$ cat src/dtu_pkg.sv
// Shared constants, control structs and small lookup functions for the tuple unpacker.
package dtu_pkg;

    localparam int DIMS_W        = 4;
    localparam int POS_W         = 3;
    localparam int LVL_W         = 4;
    localparam int MAX_RESULTS   = 8;
    localparam int DEF_MAX_DIMS  = 8;
    localparam int DEF_WORD_BITS = 64;
    localparam int CAP_LOG       = 34;
    localparam int DIGIT_W       = 8;
    localparam logic [DIMS_W-1:0] DIMS_RESET = 4'd2;

    // class search width: values up to 2^34
    function automatic int search_bits(input int wb);
        return (wb > CAP_LOG) ? CAP_LOG + 1 : wb;
    endfunction

    // multiplier operand width (numerator or modular inverse)
    function automatic int mul_bits(input int wb);
        return (search_bits(wb) + 1 > wb) ? search_bits(wb) + 1 : wb;
    endfunction

    function automatic int mul_digits(input int wb);
        return (mul_bits(wb) + DIGIT_W - 1) / DIGIT_W;
    endfunction

    function automatic int class_depth(input int md);
        return (md < MAX_RESULTS) ? md : MAX_RESULTS;
    endfunction

    // i = 2^tz * odd, for i in 1..8
    function automatic logic [1:0] tz_of(input logic [LVL_W-1:0] i);
        logic [1:0] r;
        case (i)
            4'd2, 4'd6: r = 2'd1;
            4'd4:       r = 2'd2;
            4'd8:       r = 2'd3;
            default:    r = 2'd0;
        endcase
        return r;
    endfunction

    function automatic logic [3:0] odd_of(input logic [LVL_W-1:0] i);
        logic [3:0] r;
        case (i)
            4'd3, 4'd6: r = 4'd3;
            4'd5:       r = 4'd5;
            4'd7:       r = 4'd7;
            default:    r = 4'd1;
        endcase
        return r;
    endfunction

    // inverse of the odd factor modulo 2^64 (truncates to any smaller word)
    function automatic logic [63:0] odd_inv(input logic [LVL_W-1:0] i);
        logic [63:0] r;
        case (i)
            4'd3, 4'd6: r = 64'hAAAA_AAAA_AAAA_AAAB;
            4'd5:       r = 64'hCCCC_CCCC_CCCC_CCCD;
            4'd7:       r = 64'h6DB6_DB6D_B6DB_6DB7;
            default:    r = 64'd1;
        endcase
        return r;
    endfunction

    typedef struct packed {
        logic             load;
        logic             lvl_init;
        logic             term_init;
        logic             mul1_load;
        logic             mul_step;
        logic             mul2_load;
        logic             term_end;
        logic             decide;
        logic             lvl_end;
        logic             final_lvl;
        logic             emit;
        logic [LVL_W-1:0] k;
        logic [LVL_W-1:0] i;
        logic [POS_W-1:0] j;
        logic             last;
    } t_cmd;

    typedef struct packed {
        logic [LVL_W-1:0] m;
        logic             search_open;
        logic             term_over;
    } t_status;

endpackage

$ cat src/diagonal_tuple_unpack.sv
// Top level: inverse diagonal (generalized Cantor) tuple unpacker.
//
// Request: pulse i_start with i_packed_index while o_busy is low. With dims = m
// (capped to MAX_DIMS and 8) the block emits m results W[0]..W[m-1], each for
// one cycle with o_valid high, o_position its index and o_last on the final one.
// dims = 0 takes the request and gives nothing; dims = 1 returns the index itself.
// The user must write dims via i_cfg_we/i_cfg_data only while o_busy is low; the
// block itself does not enforce it. Reset sets 2. Each level k = m..2 bisects the
// class over up to 35 steps; each step builds the binomial term by term (k terms),
// each term one digit-serial multiply by (d+i-1) and one multiply by the inverse of
// i's odd part, 8 bits per cycle; a step ends early once a term leaves the word.
// Results cannot be held off by the receiver; o_busy falls while the last result
// is on the ports, so the next request can be taken in that same cycle.
// Reset clears the controller and the output strobe.
module diagonal_tuple_unpack #(
    parameter int MAX_DIMS  = dtu_pkg::DEF_MAX_DIMS,
    parameter int WORD_BITS = dtu_pkg::DEF_WORD_BITS
) (
    input  logic                       i_clk,
    input  logic                       i_rst_n,
    input  logic                       i_cfg_we,
    input  logic [dtu_pkg::DIMS_W-1:0] i_cfg_data,
    input  logic                       i_start,
    input  logic [WORD_BITS-1:0]       i_packed_index,
    output logic                       o_busy,
    output logic                       o_valid,
    output logic [WORD_BITS-1:0]       o_component,
    output logic [dtu_pkg::POS_W-1:0]  o_position,
    output logic                       o_last
);
    import dtu_pkg::*;

    t_cmd    cmd;
    t_status status;

    dtu_ctrl #(
        .WORD_BITS(WORD_BITS)
    ) u_ctrl (
        .i_clk   (i_clk),
        .i_rst_n (i_rst_n),
        .i_start (i_start),
        .i_status(status),
        .o_cmd   (cmd),
        .o_busy  (o_busy)
    );

    dtu_dpath #(
        .MAX_DIMS (MAX_DIMS),
        .WORD_BITS(WORD_BITS)
    ) u_dpath (
        .i_clk         (i_clk),
        .i_rst_n       (i_rst_n),
        .i_cfg_we      (i_cfg_we),
        .i_cfg_data    (i_cfg_data),
        .i_packed_index(i_packed_index),
        .i_cmd         (cmd),
        .o_status      (status),
        .o_valid       (o_valid),
        .o_component   (o_component),
        .o_position    (o_position),
        .o_last        (o_last)
    );

endmodule

$ cat src/dtu_dpath.sv
// Datapath: index, class search bounds, digit-serial multiplier, class store and result registers.
module dtu_dpath #(
    parameter int MAX_DIMS  = dtu_pkg::DEF_MAX_DIMS,
    parameter int WORD_BITS = dtu_pkg::DEF_WORD_BITS
) (
    input  logic                       i_clk,
    input  logic                       i_rst_n,
    input  logic                       i_cfg_we,
    input  logic [dtu_pkg::DIMS_W-1:0] i_cfg_data,
    input  logic [WORD_BITS-1:0]       i_packed_index,
    input  dtu_pkg::t_cmd              i_cmd,
    output dtu_pkg::t_status           o_status,
    output logic                       o_valid,
    output logic [WORD_BITS-1:0]       o_component,
    output logic [dtu_pkg::POS_W-1:0]  o_position,
    output logic                       o_last
);
    import dtu_pkg::*;

    localparam int W    = WORD_BITS;
    localparam int DW   = search_bits(WORD_BITS);
    localparam int NW   = DW + 1;
    localparam int MB   = mul_bits(WORD_BITS);
    localparam int PW   = W + MB;
    localparam int NCLS = class_depth(MAX_DIMS);
    localparam int CW   = (NCLS > 1) ? $clog2(NCLS) : 1;
    localparam logic [DW:0] CAP_D = (DW+1)'(1) << CAP_LOG;

    logic [DIMS_W-1:0] r_dims;
    logic [W-1:0]      r_alpha;
    logic [DW-1:0]     r_lo, r_hi, r_mid;
    logic [W-1:0]      r_base;
    logic [W-1:0]      r_r;
    logic              r_over;
    logic [PW-1:0]     r_prod, r_ma;
    logic [MB-1:0]     r_mb;
    logic [W-1:0]      r_cls [NCLS];
    logic [W-1:0]      r_prev;

    logic [DW:0]          span;
    logic [DW-1:0]        mid;
    logic [NW-1:0]        num;
    logic [PW+DIGIT_W-1:0] pp;
    logic [PW-1:0]        sh;
    logic                 term_over;
    logic                 over_cap;
    logic [W-1:0]         cls_j;
    logic [LVL_W-1:0]     km1;
    logic [63:0]          inv;

    assign span      = {1'b0, r_hi} - {1'b0, r_lo} + (DW+1)'(1);
    assign mid       = r_lo + span[DW:1];
    assign num       = {1'b0, r_mid} + NW'(i_cmd.i) - NW'(1);
    assign pp        = {{DIGIT_W{1'b0}}, r_ma} * {{PW{1'b0}}, r_mb[DIGIT_W-1:0]};
    assign sh        = r_prod >> tz_of(i_cmd.i);
    assign term_over = sh[PW-1:W] >= MB'(odd_of(i_cmd.i));
    assign over_cap  = (r_alpha >> CAP_LOG) != '0;
    assign cls_j     = r_cls[i_cmd.j[CW-1:0]];
    assign km1       = i_cmd.k - LVL_W'(1);
    assign inv       = odd_inv(i_cmd.i);

    assign o_status.m           = (LVL_W'(r_dims) > LVL_W'(NCLS)) ? LVL_W'(NCLS)
                                                                  : LVL_W'(r_dims);
    assign o_status.search_open = r_lo < r_hi;
    assign o_status.term_over   = term_over;

    always_ff @(posedge i_clk) begin
        if (!i_rst_n) begin
            r_dims  <= DIMS_RESET;
            o_valid <= 1'b0;
        end else begin
            if (i_cfg_we) r_dims <= i_cfg_data;
            o_valid <= i_cmd.emit;
        end
    end

    always_ff @(posedge i_clk) begin
        if (i_cmd.load) r_alpha <= i_packed_index;
        if (i_cmd.lvl_init) begin
            r_lo   <= '0;
            r_hi   <= over_cap ? CAP_D[DW-1:0] : r_alpha[DW-1:0];
            r_base <= '0;
        end
        if (i_cmd.term_init) begin
            r_mid  <= mid;
            r_r    <= W'(1);
            r_over <= 1'b0;
        end
        if (i_cmd.mul1_load) begin
            r_ma   <= PW'(r_r);
            r_mb   <= MB'(num);
            r_prod <= '0;
        end
        if (i_cmd.mul_step) begin
            r_prod <= r_prod + pp[PW-1:0];
            r_ma   <= r_ma << DIGIT_W;
            r_mb   <= r_mb >> DIGIT_W;
        end
        // exact divide: drop the power of two, then multiply by the odd inverse
        if (i_cmd.mul2_load) begin
            r_ma   <= PW'(sh[W-1:0]);
            r_mb   <= MB'(inv[W-1:0]);
            r_prod <= '0;
            r_over <= term_over;
        end
        if (i_cmd.term_end) r_r <= r_prod[W-1:0];
        if (i_cmd.decide) begin
            if (!r_over && r_r <= r_alpha) begin
                r_lo   <= r_mid;
                r_base <= r_r;
            end else begin
                r_hi <= r_mid - DW'(1);
            end
        end
        if (i_cmd.lvl_end) begin
            r_cls[km1[CW-1:0]] <= W'(r_lo);
            r_alpha            <= r_alpha - r_base;
        end
        if (i_cmd.final_lvl) r_cls[0] <= r_alpha;
        if (i_cmd.emit) begin
            o_component <= (i_cmd.j == '0) ? cls_j : cls_j - r_prev;
            o_position  <= i_cmd.j;
            o_last      <= i_cmd.last;
            r_prev      <= cls_j;
        end
    end

endmodule

$ cat src/dtu_ctrl.sv
// Controller: sequences levels, bisection steps, binomial terms, multiplier digits and output.
module dtu_ctrl #(
    parameter int WORD_BITS = dtu_pkg::DEF_WORD_BITS
) (
    input  logic             i_clk,
    input  logic             i_rst_n,
    input  logic             i_start,
    input  dtu_pkg::t_status i_status,
    output dtu_pkg::t_cmd    o_cmd,
    output logic             o_busy
);
    import dtu_pkg::*;

    localparam int ND  = mul_digits(WORD_BITS);
    localparam int DGW = (ND > 1) ? $clog2(ND) : 1;

    typedef enum logic [13:0] {
        S_IDLE      = 14'b00000000000001,
        S_LVL_INIT  = 14'b00000000000010,
        S_SRCH_CHK  = 14'b00000000000100,
        S_TERM_INIT = 14'b00000000001000,
        S_MUL1_LOAD = 14'b00000000010000,
        S_MUL1      = 14'b00000000100000,
        S_MUL2_LOAD = 14'b00000001000000,
        S_MUL2      = 14'b00000010000000,
        S_TERM_END  = 14'b00000100000000,
        S_DECIDE    = 14'b00001000000000,
        S_LVL_END   = 14'b00010000000000,
        S_FINAL     = 14'b00100000000000,
        S_EMIT      = 14'b01000000000000,
        S_SPARE     = 14'b10000000000000
    } t_state;

    t_state           r_state, n_state;
    logic [LVL_W-1:0] r_k, n_k, r_i, n_i;
    logic [POS_W-1:0] r_j, n_j;
    logic [DGW-1:0]   r_dig, n_dig;
    logic             accept;
    logic             last;
    logic             dig_end;

    assign accept  = (r_state == S_IDLE) && i_start;
    assign last    = {1'b0, r_j} == (i_status.m - LVL_W'(1));
    assign dig_end = r_dig == DGW'(ND - 1);
    assign o_busy  = r_state != S_IDLE;

    always_comb begin
        n_state = r_state;
        n_k     = r_k;
        n_i     = r_i;
        n_j     = r_j;
        n_dig   = r_dig;
        case (r_state)
            S_IDLE: begin
                if (i_start && i_status.m != '0) begin
                    n_k     = i_status.m;
                    n_state = (i_status.m == LVL_W'(1)) ? S_FINAL : S_LVL_INIT;
                end
            end
            S_LVL_INIT: n_state = S_SRCH_CHK;
            S_SRCH_CHK: n_state = i_status.search_open ? S_TERM_INIT : S_LVL_END;
            S_TERM_INIT: begin
                n_i     = LVL_W'(1);
                n_state = S_MUL1_LOAD;
            end
            S_MUL1_LOAD: begin
                n_dig   = '0;
                n_state = S_MUL1;
            end
            S_MUL1: begin
                n_dig = r_dig + DGW'(1);
                if (dig_end) n_state = S_MUL2_LOAD;
            end
            S_MUL2_LOAD: begin
                n_dig   = '0;
                n_state = i_status.term_over ? S_DECIDE : S_MUL2;
            end
            S_MUL2: begin
                n_dig = r_dig + DGW'(1);
                if (dig_end) n_state = S_TERM_END;
            end
            S_TERM_END: begin
                if (r_i == r_k) begin
                    n_state = S_DECIDE;
                end else begin
                    n_i     = r_i + LVL_W'(1);
                    n_state = S_MUL1_LOAD;
                end
            end
            S_DECIDE: n_state = S_SRCH_CHK;
            S_LVL_END: begin
                if (r_k == LVL_W'(2)) begin
                    n_state = S_FINAL;
                end else begin
                    n_k     = r_k - LVL_W'(1);
                    n_state = S_LVL_INIT;
                end
            end
            S_FINAL: begin
                n_j     = '0;
                n_state = S_EMIT;
            end
            S_EMIT: begin
                if (last) n_state = S_IDLE;
                else      n_j     = r_j + POS_W'(1);
            end
            default: n_state = S_IDLE;
        endcase
    end

    always_ff @(posedge i_clk) begin
        if (!i_rst_n) begin
            r_state <= S_IDLE;
            r_k     <= '0;
            r_i     <= '0;
            r_j     <= '0;
            r_dig   <= '0;
        end else begin
            r_state <= n_state;
            r_k     <= n_k;
            r_i     <= n_i;
            r_j     <= n_j;
            r_dig   <= n_dig;
        end
    end

    always_comb begin
        o_cmd           = '0;
        o_cmd.load      = accept;
        o_cmd.lvl_init  = r_state == S_LVL_INIT;
        o_cmd.term_init = r_state == S_TERM_INIT;
        o_cmd.mul1_load = r_state == S_MUL1_LOAD;
        o_cmd.mul_step  = (r_state == S_MUL1) || (r_state == S_MUL2);
        o_cmd.mul2_load = r_state == S_MUL2_LOAD;
        o_cmd.term_end  = r_state == S_TERM_END;
        o_cmd.decide    = r_state == S_DECIDE;
        o_cmd.lvl_end   = r_state == S_LVL_END;
        o_cmd.final_lvl = r_state == S_FINAL;
        o_cmd.emit      = r_state == S_EMIT;
        o_cmd.k         = r_k;
        o_cmd.i         = r_i;
        o_cmd.j         = r_j;
        o_cmd.last      = last;
    end

endmodule

$ cat config.mk
export PLATFORM = sky130hd
export DESIGN_NAME = diagonal_tuple_unpack
export DESIGN_NICKNAME = d
export VERILOG_FILES = /design/src/dtu_pkg.sv /design/src/diagonal_tuple_unpack.sv /design/src/dtu_dpath.sv /design/src/dtu_ctrl.sv
export SDC_FILE = /design/constraint.sdc
export NUM_CORES = 2
export LEC_CHECK = 0
export BUFFER_PORTS_ARGS = -buffer_cell sky130_fd_sc_hd__buf_4
export CAP_MARGIN = 0
export CORE_ASPECT_RATIO = 0.75
export CORE_MARGIN = 2
export CORE_UTILIZATION = 46
export CTS_BUF_LIST = sky130_fd_sc_hd__clkbuf_2
export DETAILED_ROUTE_END_ITERATION = 16
export PLACE_DENSITY = 0.64
export SYNTH_ARGS = -nofsm -noshare
export SYNTH_HDL_FRONTEND = slang
export SYNTH_SLANG_ARGS = --single-unit
$ cat constraint.sdc
create_clock -name i_clk -period 31.1 [get_ports i_clk]
set_input_delay 3.11 -clock i_clk [delete_from_list [all_inputs] [get_ports i_clk]]
set_output_delay 3.11 -clock i_clk [all_outputs]
set_load 0.02 [all_outputs]
==> results.yml <==
critical_path:
  crit_top_cell: "fa_1"
  critPathMaxStageDelay_ns: 1.26
  cp-start-kind: "flip-flop"
  cp_slowest_cell: "edfxtp_1"
  worstPathMaxFanout: 50
  crit_start: "u_dpath.r_mb[3]"
  crit_buf_inv: 4
  endpoint_kind: "flip-flop"
  reg2reg_setup_slack_ns: 21.64
  criticalPathCategory: "flip-flop to flip-flop"
  arrival_ns: 10.92
  critPathRequiredTime_ns: 32.55
  reg2reg_from: "u_dpath.r_mb[3]"
  worstSetupEndpoint: "u_dpath.r_prod[121]"
  rr_endpoint: "u_dpath.r_prod[121]"
  path_cells: "buf_4 > buf_4 > and2_1 > fa_1 > fa_1 > fa_1 > inv_1 > fa_1 > inv_1 > ha_1 > nand4_1 > or2_1 > or3_1 > a211oi_1 > nor2_1 > o221ai_1 > o21ai_1 > a21oi_1 > o21ai_1 > o311ai_1 > xnor2_1 > o22ai_1"
  cp.depth: 22
  rr_worst_depth: 22
  crit_family: "compound AO/OA/AOI/OAI gates"
sta:
  rsz0062_at_grt: "false"
  slew_headroom_pct: 3.41
  slew_violations: 0
  hold_viol: 0
  fin_ws_ns: 21.64
  setup_tns_ns: 0
  setup_viol: 0
  finalClockSkew_ns: 0.187
  post-route-min-period_ns: 9.46
  fmax_ghz: 0.106
  worst_pin_slew_ns: 1.44
  min_period_over_period_pct: 30.4
route:
  viasPerCell: 5.78
  wirelength_mm: 310
  drt_iter0_drc: 8111
  drtAntennaViolNets: 0
  drc: 0
  wl_per_cell_um: 23.6
  first_pass_iters: 8
  vias: 76000
clocking:
  cts_setup_buffers: 0
  path_clk_slew_ns: 0.12
  postCtsHoldBufs: 0
  clk_latency_ns: 1.63
  clock_tree.buffer_depth: 4
  cts.sinks: 1294
  cts_buffers: 325
  cts_tree: "done"
  ctsResizeCount: 0
  cts_htree_levels: 5
  cts_root_buf: "clkbuf_2"
placed_design:
  port_buffers: 141
  hpwl_mm: 229
  place_ws_ns: 21.91
  place_inst: 12600
  gp_congestion: 1.00
synth:
  synthSimpleGateAreaFrac_pct: 13.0
  syn_area_per_cell_sq_um: 10.2
  synth_top_family_by_area: "adder cells"
  ys_types: 102
  seq_area_frac_synth_pct: 34.8
  synth_edf_count: 933
  synth-adder-area-share_pct: 23.8
  synth-async-reset-ratio_pct: 0
  syn-instance-count: 9906
  synth_compound_area_share_pct: 11.5
  synth_fp_nets: 11400
  synth.area.mux_share_pct: 6.37
  synth_xor_area_share_pct: 3.27
  ys_seq_elements: 1294
  synth_warnings: 0
  synth_area_sq_mm: 0.101
  ys.flop_type: "edfxtp_1"
power_and_ir_drop:
  finalPower_mw: 3.89
  power-per-cell-area_mw_per_mm2: 36.0
  vdd_drop_max_v: 0.0000337
  p_leak_nw: 48.1
floorplanning:
  core_sq_mm: 0.219
  die_y_um: 411
  num_rows: 149
  ioPinCount: 142
  die-area_sq_mm: 0.224
  initial_core_util_pct: 46.2
  die_w_um: 546
finish:
  multi_input_area_sq_mm: 0.0589
  stdcell_count: 13200
  finalNetCount: 11500
  layout_commonest_cell: "inv_1"
  synthToLayoutAreaGrowth_pct: 6.54
  final_cell_mix: "inv_1, edfxtp_1, fa_1"
  num-fill-cells: 20300
  seq_area_sq_mm: 0.0353
  drive_gt1_share_pct: 10.7
grt:
  grt_pass1_wl_mm: 471
  grt_pass1_vias: 75900
  grtUsageTotal_pct: 27.4
  antenna_found_initial: 14
  overflow: 0
  grt_max_degree: 138
min_path:
  hold_depth: 1
  min_path_type: "flip-flop to flip-flop"
flow_run:
  drv_cap: 0
outcome:
  status: "finished, final reports clean"
-- power by group --
part / leakage, nW / internal (mW) / switching, mW
clock network: 2.25 / 0.458 / 0.760
logic: 34.1 / 0.271 / 0.464
registers: 11.8 / 1.89 / 0.0468
-- logic make-up after synthesis --
| logic type | Yosys count |
|---|---|
| AND/OR/NAND/NOR | 2658 |
| multiplexers | 397 |
| buffers and inverters | 1953 |
| AO/OA/AOI/OAI | 1816 |
| adder cells (fa/ha/maj) | 1409 |
| flip-flops | 1294 |
| XOR/XNOR | 379 |
-- synth_stat cells, types with 186 or more instances --
cell / instances / area, sq um
and2_1: 733 / 4590
dfxtp_1: 361 / 7230
xnor2_1: 258 / 2260
mux4_2: 186 / 4190
ha_1: 545 / 6820
clkbuf_1: 363 / 1360
inv_1: 1462 / 5490
a21oi_1: 527 / 2640
nand2_1: 843 / 3160
edfxtp_1: 933 / 28000
a21o_1: 225 / 1690
o21ai_0: 341 / 1710
nor2_1: 496 / 1860
fa_1: 864 / 17300
-- metrics by stage --
step / hold slack (ns) / utilization (%) / instance area, sq um
final: 0.451 / 49.2 / 108000
after global routing: 0.460 / 49.2 / 108000
after CTS: 0.437 / 49.2 / 108000
after detailed placement: 0.465 / 47.9 / 105000
after global placement: 0.461 / 47.9 / 105000
after floorplan: 0.439 / - / 101000
-- flip-flops by register name (all words and copies together) (netlist names), 13 cells and up, named ones only --
register,count
u_ctrl.r_state,13
u_dpath.o_component,64
u_dpath.r_alpha,64
u_dpath.r_base,64
u_dpath.r_cls,512
u_dpath.r_hi,35
u_dpath.r_lo,35
u_dpath.r_ma,128
u_dpath.r_mb,61
u_dpath.r_mid,35
u_dpath.r_prev,64
u_dpath.r_prod,128
u_dpath.r_r,64
-- area by class of cell --
class | count | share of cell area [%]
Multi-Input combinational cell | 6659 | 54.6
Clock inverter | 68 | 0.391
Antenna cell | 7 | 0.0162
Sequential cell | 1294 | 32.6
Timing Repair Buffer | 229 | 1.62
Inverter | 1463 | 5.09
Tap cell | 2944 | 3.41
Clock buffer | 492 | 2.28
-- worst min path at each step --
stage	from	to
after global placement	u_dpath.r_base[0]	u_dpath.r_base[0]
after detailed placement	u_dpath.r_base[0]	u_dpath.r_base[0]
after CTS	u_dpath.r_r[60]	u_dpath.r_base[60]
after global routing	u_dpath.r_r[60]	u_dpath.r_base[60]
final	u_dpath.r_r[60]	u_dpath.r_base[60]
after floorplan	u_dpath.r_base[0]	u_dpath.r_base[0]
-- per-layer routing --
metal / routed length, um / part of all wire [%] / track usage (%)
met5: 282 / 0.091 / 0.778
met2: 130000 / 42 / 39.6
met4: 9560 / 3.1 / 8.40
met1: 139000 / 45 / 40.8
met3: 30900 / 10 / 6.07
No activity file was read; power rests on OpenSTA's default activity.
